===== src/rtl/weighted_random_selector_core_assert.svh =====
// ----------------------------------------------------------------------------
// Assertion macros for the weighted random selector
// Shared concurrent check forms, clocked on clk and quiet while in reset.
// ----------------------------------------------------------------------------
`ifndef WEIGHTED_RANDOM_SELECTOR_CORE_ASSERT_SVH
`define WEIGHTED_RANDOM_SELECTOR_CORE_ASSERT_SVH

// Same-cycle implication check
`define WRS_CHECK(label, ante, cons, msg) \
  label: assert property (@(posedge clk) disable iff (!rst_n) (ante) |-> (cons)) \
    else $error(msg);

// Next-cycle implication check
`define WRS_CHECK_NEXT(label, ante, cons, msg) \
  label: assert property (@(posedge clk) disable iff (!rst_n) (ante) |=> (cons)) \
    else $error(msg);

`endif


===== src/rtl/wrs_pkg.sv =====
// ----------------------------------------------------------------------------
// wrs_pkg
// Request, status and register codes, field widths and the sequencer state
// type of the weighted random selector.
// ----------------------------------------------------------------------------
package wrs_pkg;

  // Fixed field widths
  localparam int REQ_W       = 2;
  localparam int IDX_IN_W    = 4;
  localparam int WEIGHT_IO_W = 16;
  localparam int RND_W       = 32;
  localparam int STATUS_W    = 2;
  localparam int CFG_IDX_W   = 2;
  localparam int CFG_DATA_W  = 5;
  localparam int COUNT_W     = 5;

  // Request codes
  localparam logic [REQ_W-1:0] REQ_LOAD   = 2'd0;
  localparam logic [REQ_W-1:0] REQ_CHOOSE = 2'd1;
  localparam logic [REQ_W-1:0] REQ_READ   = 2'd2;

  // Status codes
  localparam logic [STATUS_W-1:0] STAT_OK    = 2'd0;
  localparam logic [STATUS_W-1:0] STAT_EMPTY = 2'd1;
  localparam logic [STATUS_W-1:0] STAT_RANGE = 2'd2;

  // Configuration register indexes
  localparam logic [CFG_IDX_W-1:0] CFG_ITEM_COUNT    = 2'd0;
  localparam logic [CFG_IDX_W-1:0] CFG_WEIGHTED_MODE = 2'd1;
  localparam logic [CFG_IDX_W-1:0] CFG_DYNAMIC_MODE  = 2'd2;

  // A halved weight at or below this triggers the doubling pass
  localparam int LOW_LIMIT = 2;

  // Sequencer states
  typedef enum logic [9:0] {
    S_IDLE     = 10'b00_0000_0001,
    S_RD       = 10'b00_0000_0010,
    S_SUM      = 10'b00_0000_0100,
    S_MUL_LO   = 10'b00_0000_1000,
    S_MUL_HI   = 10'b00_0001_0000,
    S_SCAN     = 10'b00_0010_0000,
    S_HALVE_RD = 10'b00_0100_0000,
    S_HALVE_WR = 10'b00_1000_0000,
    S_DBL      = 10'b01_0000_0000,
    S_DONE     = 10'b10_0000_0000
  } state_t;

endpackage


===== src/rtl/wrs_ram.sv =====
// ----------------------------------------------------------------------------
// wrs_ram
// Generic simple dual-port RAM: one write port, one read port, registered
// read data. A read at the address being written returns the old data.
// ----------------------------------------------------------------------------
module wrs_ram #(
  parameter int DATA_W = 16,
  parameter int DEPTH  = 16
) (
  input  logic                     clk,
  input  logic                     we,
  input  logic [$clog2(DEPTH)-1:0] waddr,
  input  logic [DATA_W-1:0]        wdata,
  input  logic [$clog2(DEPTH)-1:0] raddr,
  output logic [DATA_W-1:0]        rdata
);

  logic [DATA_W-1:0] mem [DEPTH];
  logic [DATA_W-1:0] rdata_r;

  // Write and registered read
  always_ff @(posedge clk) begin
    if (we) begin
      mem[waddr] <= wdata;
    end
    rdata_r <= mem[raddr];
  end

  assign rdata = rdata_r;

endmodule


===== src/rtl/weighted_random_selector_core.sv =====
// ----------------------------------------------------------------------------
// weighted_random_selector_core: roulette wheel selection over a weight RAM
// One request at a time. Load goes via S_DONE, read via S_RD and S_DONE, to
// the result register. Weighted choose runs S_SUM, S_MUL_LO, S_MUL_HI and
// S_SCAN; the weight RAM read port streams one entry a cycle. Uniform choose
// skips S_SUM and S_SCAN. Dynamic mode then halves the pick, doubling if low.
// Synchronous active-low reset clears control and config; weights need loads.
// ----------------------------------------------------------------------------
`include "weighted_random_selector_core_assert.svh"

module weighted_random_selector_core
  import wrs_pkg::*;
#(
  parameter int MAX_ITEMS   = 16,
  parameter int WEIGHT_BITS = 16
) (
  input  logic                   clk,
  input  logic                   rst_n,
  // configuration writes
  input  logic                   cfg_valid,
  output logic                   cfg_ready,
  input  logic [CFG_IDX_W-1:0]   cfg_index,
  input  logic [CFG_DATA_W-1:0]  cfg_wdata,
  // request channel
  input  logic                   in_valid,
  output logic                   in_ready,
  input  logic [REQ_W-1:0]       in_req_type,
  input  logic [IDX_IN_W-1:0]    in_item_index,
  input  logic [WEIGHT_IO_W-1:0] in_weight_value,
  input  logic [RND_W-1:0]       in_random_fraction,
  // result channel
  output logic                   out_valid,
  input  logic                   out_ready,
  output logic [IDX_IN_W-1:0]    out_chosen_index,
  output logic [WEIGHT_IO_W-1:0] out_weight_out,
  output logic [STATUS_W-1:0]    out_status
);

  localparam int IDX_W  = $clog2(MAX_ITEMS);
  localparam int CNT_W  = $clog2(MAX_ITEMS + 1);
  localparam int CMP_W  = (CNT_W > COUNT_W) ? CNT_W : COUNT_W;
  localparam int AX_W   = (CNT_W > IDX_IN_W) ? CNT_W : IDX_IN_W;
  localparam int TOT_W  = WEIGHT_BITS + CNT_W;
  localparam int TOTE_W = (TOT_W > RND_W) ? TOT_W : RND_W + 1;
  localparam int HI_W   = TOTE_W - RND_W;
  localparam int PS_W   = RND_W + HI_W + 1;

  // Configuration registers
  logic [COUNT_W-1:0] item_count_r;
  logic               weighted_mode_r;
  logic               dynamic_mode_r;

  // Sequencer and datapath registers
  state_t                 state_r, state_nxt;
  logic [CNT_W-1:0]       iss_cnt_r, iss_cnt_nxt;
  logic                   rv_r, rv_nxt;
  logic [IDX_W-1:0]       ridx_r, ridx_nxt;
  logic [RND_W-1:0]       rnd_r, rnd_nxt;
  logic [TOT_W-1:0]       total_r, total_nxt;
  logic [2*RND_W-1:0]     prod_r, prod_nxt;
  logic [TOT_W-1:0]       point_r, point_nxt;
  logic [TOT_W-1:0]       run_r, run_nxt;
  logic [IDX_W-1:0]       chosen_r, chosen_nxt;
  logic [REQ_W-1:0]       req_r, req_nxt;
  logic [IDX_IN_W-1:0]    res_chosen_r, res_chosen_nxt;
  logic [WEIGHT_IO_W-1:0] res_weight_r, res_weight_nxt;
  logic [STATUS_W-1:0]    res_status_r, res_status_nxt;
  logic                   out_valid_r, out_valid_nxt;
  logic [IDX_IN_W-1:0]    out_chosen_r, out_chosen_nxt;
  logic [WEIGHT_IO_W-1:0] out_weight_r, out_weight_nxt;
  logic [STATUS_W-1:0]    out_status_r, out_status_nxt;

  // RAM port signals
  logic                   ram_we;
  logic [IDX_W-1:0]       ram_waddr;
  logic [WEIGHT_BITS-1:0] ram_wdata;
  logic [IDX_W-1:0]       ram_raddr;
  logic [WEIGHT_BITS-1:0] ram_rdata;

  // Combinational helpers
  logic [CMP_W-1:0]       cnt_ext;
  logic [CNT_W-1:0]       n_eff;
  logic [AX_W-1:0]        idx_ext;
  logic                   idx_oor;
  logic                   in_fire;
  logic                   scan_state;
  logic                   last_data;
  logic [TOTE_W-1:0]      total_ext;
  logic [HI_W-1:0]        total_hi;
  logic [RND_W+HI_W-1:0]  mul_hi;
  logic [PS_W-1:0]        point_sum;
  logic [TOT_W-1:0]       run_sum;
  logic [WEIGHT_BITS-1:0] half_w;
  logic [WEIGHT_BITS-1:0] dbl_w;

  // Check terms
  logic                   chk_read_only;
  logic                   chk_pick_done;
  logic                   chk_empty_req;
  logic                   chk_empty_done;

  wrs_ram #(
    .DATA_W (WEIGHT_BITS),
    .DEPTH  (MAX_ITEMS)
  ) u_weight_ram (
    .clk   (clk),
    .we    (ram_we),
    .waddr (ram_waddr),
    .wdata (ram_wdata),
    .raddr (ram_raddr),
    .rdata (ram_rdata)
  );

  // Clamp the item count to the table size
  assign cnt_ext = CMP_W'(item_count_r);
  assign n_eff   = (cnt_ext > CMP_W'(MAX_ITEMS)) ? CNT_W'(MAX_ITEMS) : CNT_W'(cnt_ext);

  // Request index range check
  assign idx_ext = AX_W'(in_item_index);
  assign idx_oor = (idx_ext >= AX_W'(MAX_ITEMS));

  assign in_ready  = (state_r == S_IDLE);
  assign in_fire   = in_valid && in_ready;
  assign cfg_ready = 1'b1;

  // Streaming scan bookkeeping
  assign scan_state = (state_r == S_SUM) || (state_r == S_SCAN) || (state_r == S_DBL);
  assign last_data  = rv_r && (CNT_W'(ridx_r) == n_eff - CNT_W'(1));

  // Scale point = (rnd * total) >> 32, low word product then high word
  assign total_ext = TOTE_W'(total_r);
  assign total_hi  = total_ext[TOTE_W-1:RND_W];
  assign mul_hi    = rnd_r * total_hi;
  assign point_sum = PS_W'(mul_hi) + PS_W'(prod_r[2*RND_W-1:RND_W]);

  assign run_sum = run_r + TOT_W'(ram_rdata);
  assign half_w  = ram_rdata >> 1;
  assign dbl_w   = ram_rdata[WEIGHT_BITS-1] ? {WEIGHT_BITS{1'b1}}
                                            : {ram_rdata[WEIGHT_BITS-2:0], 1'b0};

  // Sequencer
  always_comb begin
    state_nxt      = state_r;
    iss_cnt_nxt    = iss_cnt_r;
    rv_nxt         = 1'b0;
    ridx_nxt       = ridx_r;
    rnd_nxt        = rnd_r;
    total_nxt      = total_r;
    prod_nxt       = prod_r;
    point_nxt      = point_r;
    run_nxt        = run_r;
    chosen_nxt     = chosen_r;
    req_nxt        = req_r;
    res_chosen_nxt = res_chosen_r;
    res_weight_nxt = res_weight_r;
    res_status_nxt = res_status_r;
    out_valid_nxt  = out_valid_r && !out_ready;
    out_chosen_nxt = out_chosen_r;
    out_weight_nxt = out_weight_r;
    out_status_nxt = out_status_r;
    ram_we         = 1'b0;
    ram_waddr      = chosen_r;
    ram_wdata      = half_w;
    ram_raddr      = iss_cnt_r[IDX_W-1:0];

    // Issue one table read a cycle while scanning
    if (scan_state && (iss_cnt_r < n_eff)) begin
      iss_cnt_nxt = iss_cnt_r + CNT_W'(1);
      rv_nxt      = 1'b1;
      ridx_nxt    = iss_cnt_r[IDX_W-1:0];
    end

    case (state_r)
      S_IDLE: begin
        ram_raddr = idx_ext[IDX_W-1:0];
        if (in_fire) begin
          req_nxt        = in_req_type;
          rnd_nxt        = in_random_fraction;
          res_chosen_nxt = '0;
          res_weight_nxt = '0;
          res_status_nxt = STAT_OK;
          state_nxt      = S_DONE;
          case (in_req_type)
            REQ_LOAD: begin
              if (idx_oor) begin
                res_status_nxt = STAT_RANGE;
              end else begin
                ram_we    = 1'b1;
                ram_waddr = idx_ext[IDX_W-1:0];
                ram_wdata = WEIGHT_BITS'(in_weight_value);
              end
            end
            REQ_READ: begin
              if (idx_oor) begin
                res_status_nxt = STAT_RANGE;
              end else begin
                state_nxt = S_RD;
              end
            end
            REQ_CHOOSE: begin
              if (n_eff == '0) begin
                res_status_nxt = STAT_EMPTY;
              end else if (weighted_mode_r) begin
                total_nxt   = '0;
                iss_cnt_nxt = '0;
                state_nxt   = S_SUM;
              end else begin
                total_nxt = TOT_W'(n_eff);
                state_nxt = S_MUL_LO;
              end
            end
            default: begin
              state_nxt = S_DONE;
            end
          endcase
        end
      end

      S_RD: begin
        res_weight_nxt = WEIGHT_IO_W'(ram_rdata);
        state_nxt      = S_DONE;
      end

      // Accumulate the total weight
      S_SUM: begin
        if (rv_r) begin
          total_nxt = total_r + TOT_W'(ram_rdata);
        end
        if (last_data) begin
          state_nxt = S_MUL_LO;
        end
      end

      S_MUL_LO: begin
        if (total_r == '0) begin
          res_status_nxt = STAT_EMPTY;
          state_nxt      = S_DONE;
        end else begin
          prod_nxt  = rnd_r * total_ext[RND_W-1:0];
          state_nxt = S_MUL_HI;
        end
      end

      S_MUL_HI: begin
        point_nxt = point_sum[TOT_W-1:0];
        if (weighted_mode_r) begin
          run_nxt     = '0;
          iss_cnt_nxt = '0;
          state_nxt   = S_SCAN;
        end else begin
          chosen_nxt     = point_sum[IDX_W-1:0];
          res_chosen_nxt = IDX_IN_W'(point_sum[IDX_W-1:0]);
          state_nxt      = dynamic_mode_r ? S_HALVE_RD : S_DONE;
        end
      end

      // Walk the running sum until it passes the point
      S_SCAN: begin
        if (rv_r) begin
          run_nxt = run_sum;
          if (point_r < run_sum) begin
            chosen_nxt     = ridx_r;
            res_chosen_nxt = IDX_IN_W'(ridx_r);
            rv_nxt         = 1'b0;
            state_nxt      = dynamic_mode_r ? S_HALVE_RD : S_DONE;
          end
        end
      end

      S_HALVE_RD: begin
        ram_raddr = chosen_r;
        state_nxt = S_HALVE_WR;
      end

      // Halve the chosen weight, start doubling if it ran low
      S_HALVE_WR: begin
        ram_we    = 1'b1;
        ram_waddr = chosen_r;
        ram_wdata = half_w;
        if (half_w <= WEIGHT_BITS'(LOW_LIMIT)) begin
          iss_cnt_nxt = '0;
          state_nxt   = S_DBL;
        end else begin
          state_nxt = S_DONE;
        end
      end

      // Double every weight in use, saturating
      S_DBL: begin
        if (rv_r) begin
          ram_we    = 1'b1;
          ram_waddr = ridx_r;
          ram_wdata = dbl_w;
        end
        if (last_data) begin
          state_nxt = S_DONE;
        end
      end

      // Hand the result to the output register
      S_DONE: begin
        if (!out_valid_r || out_ready) begin
          out_valid_nxt  = 1'b1;
          out_chosen_nxt = res_chosen_r;
          out_weight_nxt = res_weight_r;
          out_status_nxt = res_status_r;
          state_nxt      = S_IDLE;
        end
      end

      default: begin
        state_nxt = S_IDLE;
      end
    endcase
  end

  // Control registers
  always_ff @(posedge clk) begin
    if (!rst_n) begin
      state_r         <= S_IDLE;
      rv_r            <= 1'b0;
      out_valid_r     <= 1'b0;
      item_count_r    <= '0;
      weighted_mode_r <= 1'b0;
      dynamic_mode_r  <= 1'b0;
    end else begin
      state_r     <= state_nxt;
      rv_r        <= rv_nxt;
      out_valid_r <= out_valid_nxt;
      if (cfg_valid && cfg_ready) begin
        case (cfg_index)
          CFG_ITEM_COUNT:    item_count_r    <= cfg_wdata[COUNT_W-1:0];
          CFG_WEIGHTED_MODE: weighted_mode_r <= cfg_wdata[0];
          CFG_DYNAMIC_MODE:  dynamic_mode_r  <= cfg_wdata[0];
          default: begin
            item_count_r <= item_count_r;
          end
        endcase
      end
    end
  end

  // Payload registers
  always_ff @(posedge clk) begin
    iss_cnt_r    <= iss_cnt_nxt;
    ridx_r       <= ridx_nxt;
    rnd_r        <= rnd_nxt;
    total_r      <= total_nxt;
    prod_r       <= prod_nxt;
    point_r      <= point_nxt;
    run_r        <= run_nxt;
    chosen_r     <= chosen_nxt;
    req_r        <= req_nxt;
    res_chosen_r <= res_chosen_nxt;
    res_weight_r <= res_weight_nxt;
    res_status_r <= res_status_nxt;
    out_chosen_r <= out_chosen_nxt;
    out_weight_r <= out_weight_nxt;
    out_status_r <= out_status_nxt;
  end

  assign out_valid        = out_valid_r;
  assign out_chosen_index = out_chosen_r;
  assign out_weight_out   = out_weight_r;
  assign out_status       = out_status_r;

  // Checks
  assign chk_read_only  = (state_r == S_SUM) || (state_r == S_SCAN);
  assign chk_pick_done  = (state_r == S_DONE) && (req_r == REQ_CHOOSE)
                          && (res_status_r == STAT_OK);
  assign chk_empty_req  = in_fire && (in_req_type == REQ_CHOOSE) && (n_eff == '0);
  assign chk_empty_done = (state_r == S_DONE) && (res_status_r == STAT_EMPTY);

  `WRS_CHECK(a_no_write_in_sum_scan, chk_read_only, !ram_we, "weight RAM written in scan")
  `WRS_CHECK(a_scale_nonzero_total, state_r == S_MUL_HI, total_r != '0, "zero total scaled")
  `WRS_CHECK(a_scan_index_in_use, rv_r, CNT_W'(ridx_r) < n_eff, "scan data beyond items")
  `WRS_CHECK(a_chosen_in_use, chk_pick_done, CNT_W'(chosen_r) < n_eff, "chosen beyond items")
  `WRS_CHECK_NEXT(a_empty_choose, chk_empty_req, chk_empty_done, "empty choose not flagged")

endmodule

===== config.mk =====
export PLATFORM = sky130hd
export DESIGN_NAME = weighted_random_selector_core
export DESIGN_NICKNAME = d
export VERILOG_FILES = /design/src/rtl/wrs_pkg.sv /design/src/rtl/wrs_ram.sv /design/src/rtl/weighted_random_selector_core.sv
export VERILOG_INCLUDE_DIRS = /design/src /design/src/rtl
export SDC_FILE = /design/constraint.sdc
export NUM_CORES = 2
export LEC_CHECK = 0
export BUFFER_PORTS_ARGS = -buffer_cell sky130_fd_sc_hd__buf_2
export CAP_MARGIN = 0
export CELL_PAD_IN_SITES_DETAIL_PLACEMENT = 1
export CELL_PAD_IN_SITES_GLOBAL_PLACEMENT = 1
export CORE_ASPECT_RATIO = 0.6
export CORE_MARGIN = 2
export CORE_UTILIZATION = 45
export DETAILED_ROUTE_END_ITERATION = 10
export PLACE_DENSITY_LB_ADDON = 0.1
export SYNTH_ARGS = -nofsm -noshare
export SYNTH_HDL_FRONTEND = slang
export SYNTH_SLANG_ARGS = --single-unit
export TNS_END_PERCENT = 100

===== constraint.sdc =====
create_clock -name clk -period 17.53 [get_ports clk]
set_input_delay 1.753 -clock clk [delete_from_list [all_inputs] [get_ports clk]]
set_output_delay 1.753 -clock clk [all_outputs]
set_load 0.02 [all_outputs]

Yosys cells after proc, flatten, opt, wreduce, memory -nomap -nowiden
Memories as Yosys holds them, arrays and structs flattened. A register that Yosys moved wholly into a read port is not among the register bits.
Cells that the tools add are included.
{"block": "op_classes", "n_eq_ne": 27, "muxes": 71, "add_sub_neg": 4, "multipliers": 1, "reduce_logical": 32, "n_lt_le_gt_ge": 5, "bitwise": 1}
{"cell": "$mux W21", "n": 6}
{"cell": "$mux W10", "n": 12}
{"cell": "$pmux W10 S10", "n": 1}
{"cell": "$mux W16", "n": 6}
{"cell": "$pmux W21 S2", "n": 2}
{"cell": "$pmux W16 S2", "n": 2}
{"cell": "$mul A32 B21 Y53", "n": 1}
{"cell": "$add A21 B16 Y21", "n": 2}
{"cell": "$mux W5", "n": 8}
{"cell": "$mux W4", "n": 9}
{"cell": "$pmux W4 S2", "n": 3}
{"cell": "$logic_not A21 Y1", "n": 1}
{"cell": "$lt A21 B21 Y1", "n": 1}
{"cell": "$ne A2 B2 Y1 const B", "n": 10}
{"cell": "$pmux W10 S2", "n": 1}
{"cell": "$le A15 B2 Y1 const B", "n": 1}
{"cell": "$pmux W5 S3", "n": 1}
{"cell": "$reduce_and A2 Y1", "n": 7}
{"cell": "$mux W1", "n": 13}
{"cell": "$pmux W4 S3", "n": 1}
{"cell": "$eq A10 B1 Y1 const B", "n": 1}
{"cell": "$eq A10 B10 Y1 const B", "n": 1}
{"cell": "$eq A10 B2 Y1 const B", "n": 1}
{"cell": "$eq A10 B3 Y1 const B", "n": 1}
{"cell": "31 further kinds", "n": 49}
{"block": "word_totals", "elab_cells": 162, "input_bits": 66, "ram_bits": 256, "memories": 1, "ff_bits": 224}
{"name": "u_weight_ram.mem", "words": 16, "word_bits": 16, "rd": 1, "rd_clocked_by_memory_dff": 1, "write_ports": 1, "line_no": "wrs_ram.sv:18", "source": "logic [DATA_W-1:0] mem [DEPTH];"}

Logic depth before layout (Yosys ltp)
{"block": "logic_depth", "word_depth": 10, "ltp_mapped": 27, "mapped_depth_nobuf": 26}

Modules after synthesis
Synthesis repeated with hierarchy kept, for this count alone.
{"block": "hier_totals", "cells_unflattened": 3544, "area_unflattened_um2": 40062.2}
{"module": "weighted_random_selector_core", "seq_area_each_um2": 5465.2, "area_each_um2": 30018.8, "n_inst": 1, "cells_per_inst": 3112}
{"module": "wrs_ram", "seq_area_each_um2": 8007.7, "area_each_um2": 10043.4, "n_inst": 1, "cells_per_inst": 432}

Worst setup path before layout
OpenSTA, ideal clock, no wires.
{"block": "synth_timing", "kind": "reg-to-reg", "startpoint": "register total_r[16]", "endpoint": "register prod_r[52], data pin", "stages_incl_launch_ff": 25, "slack_ps": 10791, "required_time_ps": 17270, "arrival_time_ps": 6479, "path_cell_list": "edfxtp_1 -> clkbuf_1 -> buf_1 -> nand2_1 -> fa_1 -> inv_1 -> fa_1 -> fa_1 -> fa_1 -> fa_1 -> fa_1 -> inv_1 -> fa_1 -> inv_1 -> ha_1 -> a22oi_1 -> a21oi_1 -> o21ai_0 -> or3_1 -> o211a_1 -> a221oi_1 -> nand4_1 -> o2111ai_1 -> a21oi_1 -> xnor2_1"}
{"block": "synth_via", "elab_chain_len": 1}
{"element": "start, declared", "line_no": "weighted_random_selector_core.sv:59", "source": "logic [TOT_W-1:0] total_r, total_nxt;"}
{"element": "start signal, assigned", "line_no": "weighted_random_selector_core.sv:348", "source": "total_r <= total_nxt;"}
{"element": "$mul A32 B21 Y53", "line_no": "weighted_random_selector_core.sv:239", "source": "prod_nxt = rnd_r * total_ext[RND_W-1:0];"}
{"element": "end signal, assigned", "line_no": "weighted_random_selector_core.sv:349", "source": "prod_r <= prod_nxt;"}
{"element": "end, declared", "line_no": "weighted_random_selector_core.sv:60", "source": "logic [2*RND_W-1:0] prod_r, prod_nxt;"}
Every way passes these cells.
A chain may end at the register's enable or synchronous reset.

Worst setup path in the final report
{"block": "layout_timing", "startpoint": "register total_r[3]", "endpoint": "register prod_r[52], data pin"}
Same word-level chain as after synthesis.

==> impl_metrics.yaml <==
worst_setup_path:
  cpPeakStageDelay_ns: 0.83
  worst_path_most_repeated_cell: "fa_1"
  crit_type: "reg2reg"
  cp-end-kind: "flip-flop"
  worstReg2RegEnd: "prod_r[52]$_DFFE_PP_"
  critPathBufInv: 7
  setup.worst_path.start: "total_r[3]$_DFFE_PP_"
  worst_setup_path_start_kind: "flip-flop"
  cp_top_family: "adder cells"
  slowest_stage: "edfxtp_1"
  arrival_ns: 8.68
  cp_max_fo: 22
  r2r_slack_ns: 9.21
  cp.required_ns: 17.90
  r2r-start: "total_r[3]$_DFFE_PP_"
  r2r_cells: 26
hold_path:
  hold_depth: 0
  hold_class: "reg2reg"
  min_from: "prod_r[38]$_DFFE_PP_"
  min_to: "point_r[6]$_DFFE_PP_"
logic_synthesis:
  yosysTopAreaCellShare_pct: 31.2
  yosys_register_bits: 462
  ys_seq_area_share_pct: 33.1
  synth_cell_type_count: 75
  avgSynthCellArea_um2: 10.6
  syn_area_um2: 40700
  synth_edf_count: 422
  synth_nets: 4694
  syn-instance-count: 3839
  synth-main-ff-cell: "edfxtp_1"
  async_reset_ff_share_pct: 0
  synth_top_area_cell: "edfxtp_1"
  synthTopCellsByArea: "edfxtp_1 (31%), fa_1 (28%), ha_1 (6.8%)"
  synth_warnings: 0
sta:
  fmax_mhz: 120
  slew_headroom_pct: 19.6
  finalCriticalPeriod_ns: 8.32
  setup_viol: 0
  rsz0062_at_grt: "no"
  clock_skew_ns: 0.0340
  finalSetupTns_ns: 0
  worstMarginPinSlew_ns: 1.20
  setup_slack_ns: 9.21
  hold_viol: 0
  final.period_utilization_pct: 47.4
  slew_viol_final: 0
clocking:
  holdBufCountCts: 0
  clk_latency_ns: 0.63
  post_cts_resized: 0
  postCtsSetupBuffers: 0
  cts_sinks: 462
  tritoncts: "built"
  cts_inserted_buffers: 48
  clkTransAtPathRegs_ns: 0.07
  htreeDepth: 2
  cts-root-buf: "clkbuf_16"
  clockBufferDepth: 3
grt:
  grt_pass1_vias: 29800
  antenna_found_initial: 5
  grt_first_pass_wirelength_um: 196000
  grt_max_degree: 80
  grt-ovfl-total: 0
  grt.total_usage_pct: 28.7
floorplan:
  ioPinCount: 91
  rows: 85
  die_h_um: 237
  start_util_pct: 45.4
  core-area_um2: 89500
  chipWidth_um: 392
  die_area_um2: 92800
layout:
  multi_input_area_um2: 24000
  drive_gt1_share_pct: 7.23
  stdcell_count: 5105
  syn_to_final_growth_pct: 8.25
  nets: 4703
  nFillCells: 9775
  seqCellArea_um2: 13500
detailed_routing:
  routed_wl_um: 129000
  dr.first_iter.drc_count: 2542
  vias: 28200
  viasPerCell: 5.52
  dr.pass1.iters: 5
  ant_nets: 0
  drc: 0
  routedWlPerCell_um: 25.2
place:
  place_ws_ns: 9.33
  dpl.hpwl_um: 93100
  dp.cells: 5016
  routabilityCongestion: 0.880
  portBuffers: 88
run_status:
  status: "complete, no violations"
job:
  drv_cap: 0
## sequential cells by signal, summed over array words and instances (netlist names), 4 cells and up
name	cells
run_r	21
iss_cnt_r	5
res_chosen_r	4
out_chosen_index	4
ridx_r	4
state_r	10
total_r	21
prod_r	21
cnt_ext	5
res_weight_r	16
out_weight_out	16
point_r	21
u_weight_ram.rdata	16
chosen_r	4
rnd_r	32
u_weight_ram.mem	256
## worst register-to-register path: cells and delay by family (launching register included)
family,cells,cell delay [ns]
adder cells (fa/ha/maj),8,3.74
AO/OA/AOI/OAI,7,2.02
flip-flops,1,0.83
buffers and inverters,7,0.73
AND/OR/NAND/NOR,3,0.64
XOR/XNOR,1,0.13
## per-stage QoR
stage,cell area [um2],hold slack [ns],utilization [%]
global placement,42500,0.402,47.4
finish,44000,0.393,49.1
CTS,44000,0.400,49.1
detailed placement,42500,0.406,47.4
global route,44000,0.411,49.1
floorplan,40700,0.400,-
## layout by cell type (no fill, tap or decap), drive strengths merged, types with 24 or more instances in the layout
cell,count
inv,647
xor2,35
a21o,27
a21oi,101
dfxtp,40
buf,165
fa,568
nor2,107
ha,221
clkbuf,67
a211oi,103
o21ai,61
edfxtp,422
xnor2,35
and2,441
nand2,521
nand3,36
mux2i,24
a31oi,37
## logic make-up (layout without fill, tap and decap cells)
group	Yosys count	in the layout	share of synthesized area, %
other	2	3	0.0185
and+or+nand+nor	1226	1226	15.1
DFF	462	462	33.1
adders and majority gates	789	789	34.8
muxes	26	26	0.646
buffers and inverters	850	897	8.06
AOI/OAI and AO/OA	414	414	6.80
xor gates and xnor gates	70	70	1.51
## per-layer routing
metal  GRT usage, %  share of wire [%]  vias to the layer above  routed length [um]
met4           4.39                1.5                        0                1960
met1           47.8                 51                    14700               66000
met5              0                  0                        -                   0
met3           8.66                 10                      112               13500
li1               -                  -                    12300                   -
met2           36.0                 37                     1052               47500
## worst max-delay path by stage
| stage | slack [ns] | depth (start not counted) | endpoint |
|---|---|---|---|
| floorplan | 10.79 | 24 | prod_r[52]$_DFFE_PP_ |
| global placement | 9.58 | 26 | prod_r[52]$_DFFE_PP_ |
| detailed placement | 9.33 | 26 | prod_r[52]$_DFFE_PP_ |
| CTS | 9.32 | 21 | prod_r[52]$_DFFE_PP_ |
| global route | 8.92 | 26 | prod_r[52]$_DFFE_PP_ |
| finish | 9.21 | 26 | prod_r[52]$_DFFE_PP_ |
## cell type report
cell class                 instances  area share, %
multi-input combinational       2527           54.6
sequential                       462           30.6
tap                             1218           3.46
clock buffer                      67           3.10
timing repair buffer             165           2.31
inverter                         644           5.49
antenna                            1        0.00569
clock inverter                    21          0.390
## cell usage after synthesis (8+ instances only)
cell and number:
a211oi_1 102, a21o_1 27, a21oi_1 100, a22oi_1 8, a311oi_1 19, a31oi_1 37, and2_0 9, and2_1 432
and3_1 9, buf_2 17, clkbuf_1 173, dfxtp_1 40, edfxtp_1 422, fa_1 568, ha_1 221, inv_1 644
mux2i_1 24, nand2_1 520, nand2b_1 13, nand3_1 36, nand4_1 15, nor2_1 106, nor2b_1 23, nor3_1 18
nor4_1 9, o211ai_1 9, o21ai_0 59, or3_1 8, xnor2_1 35, xor2_1 35
Power is left out: the tool's default activity adds up to more than one toggle a clock period on the data nets, which glitch-free logic cannot reach.
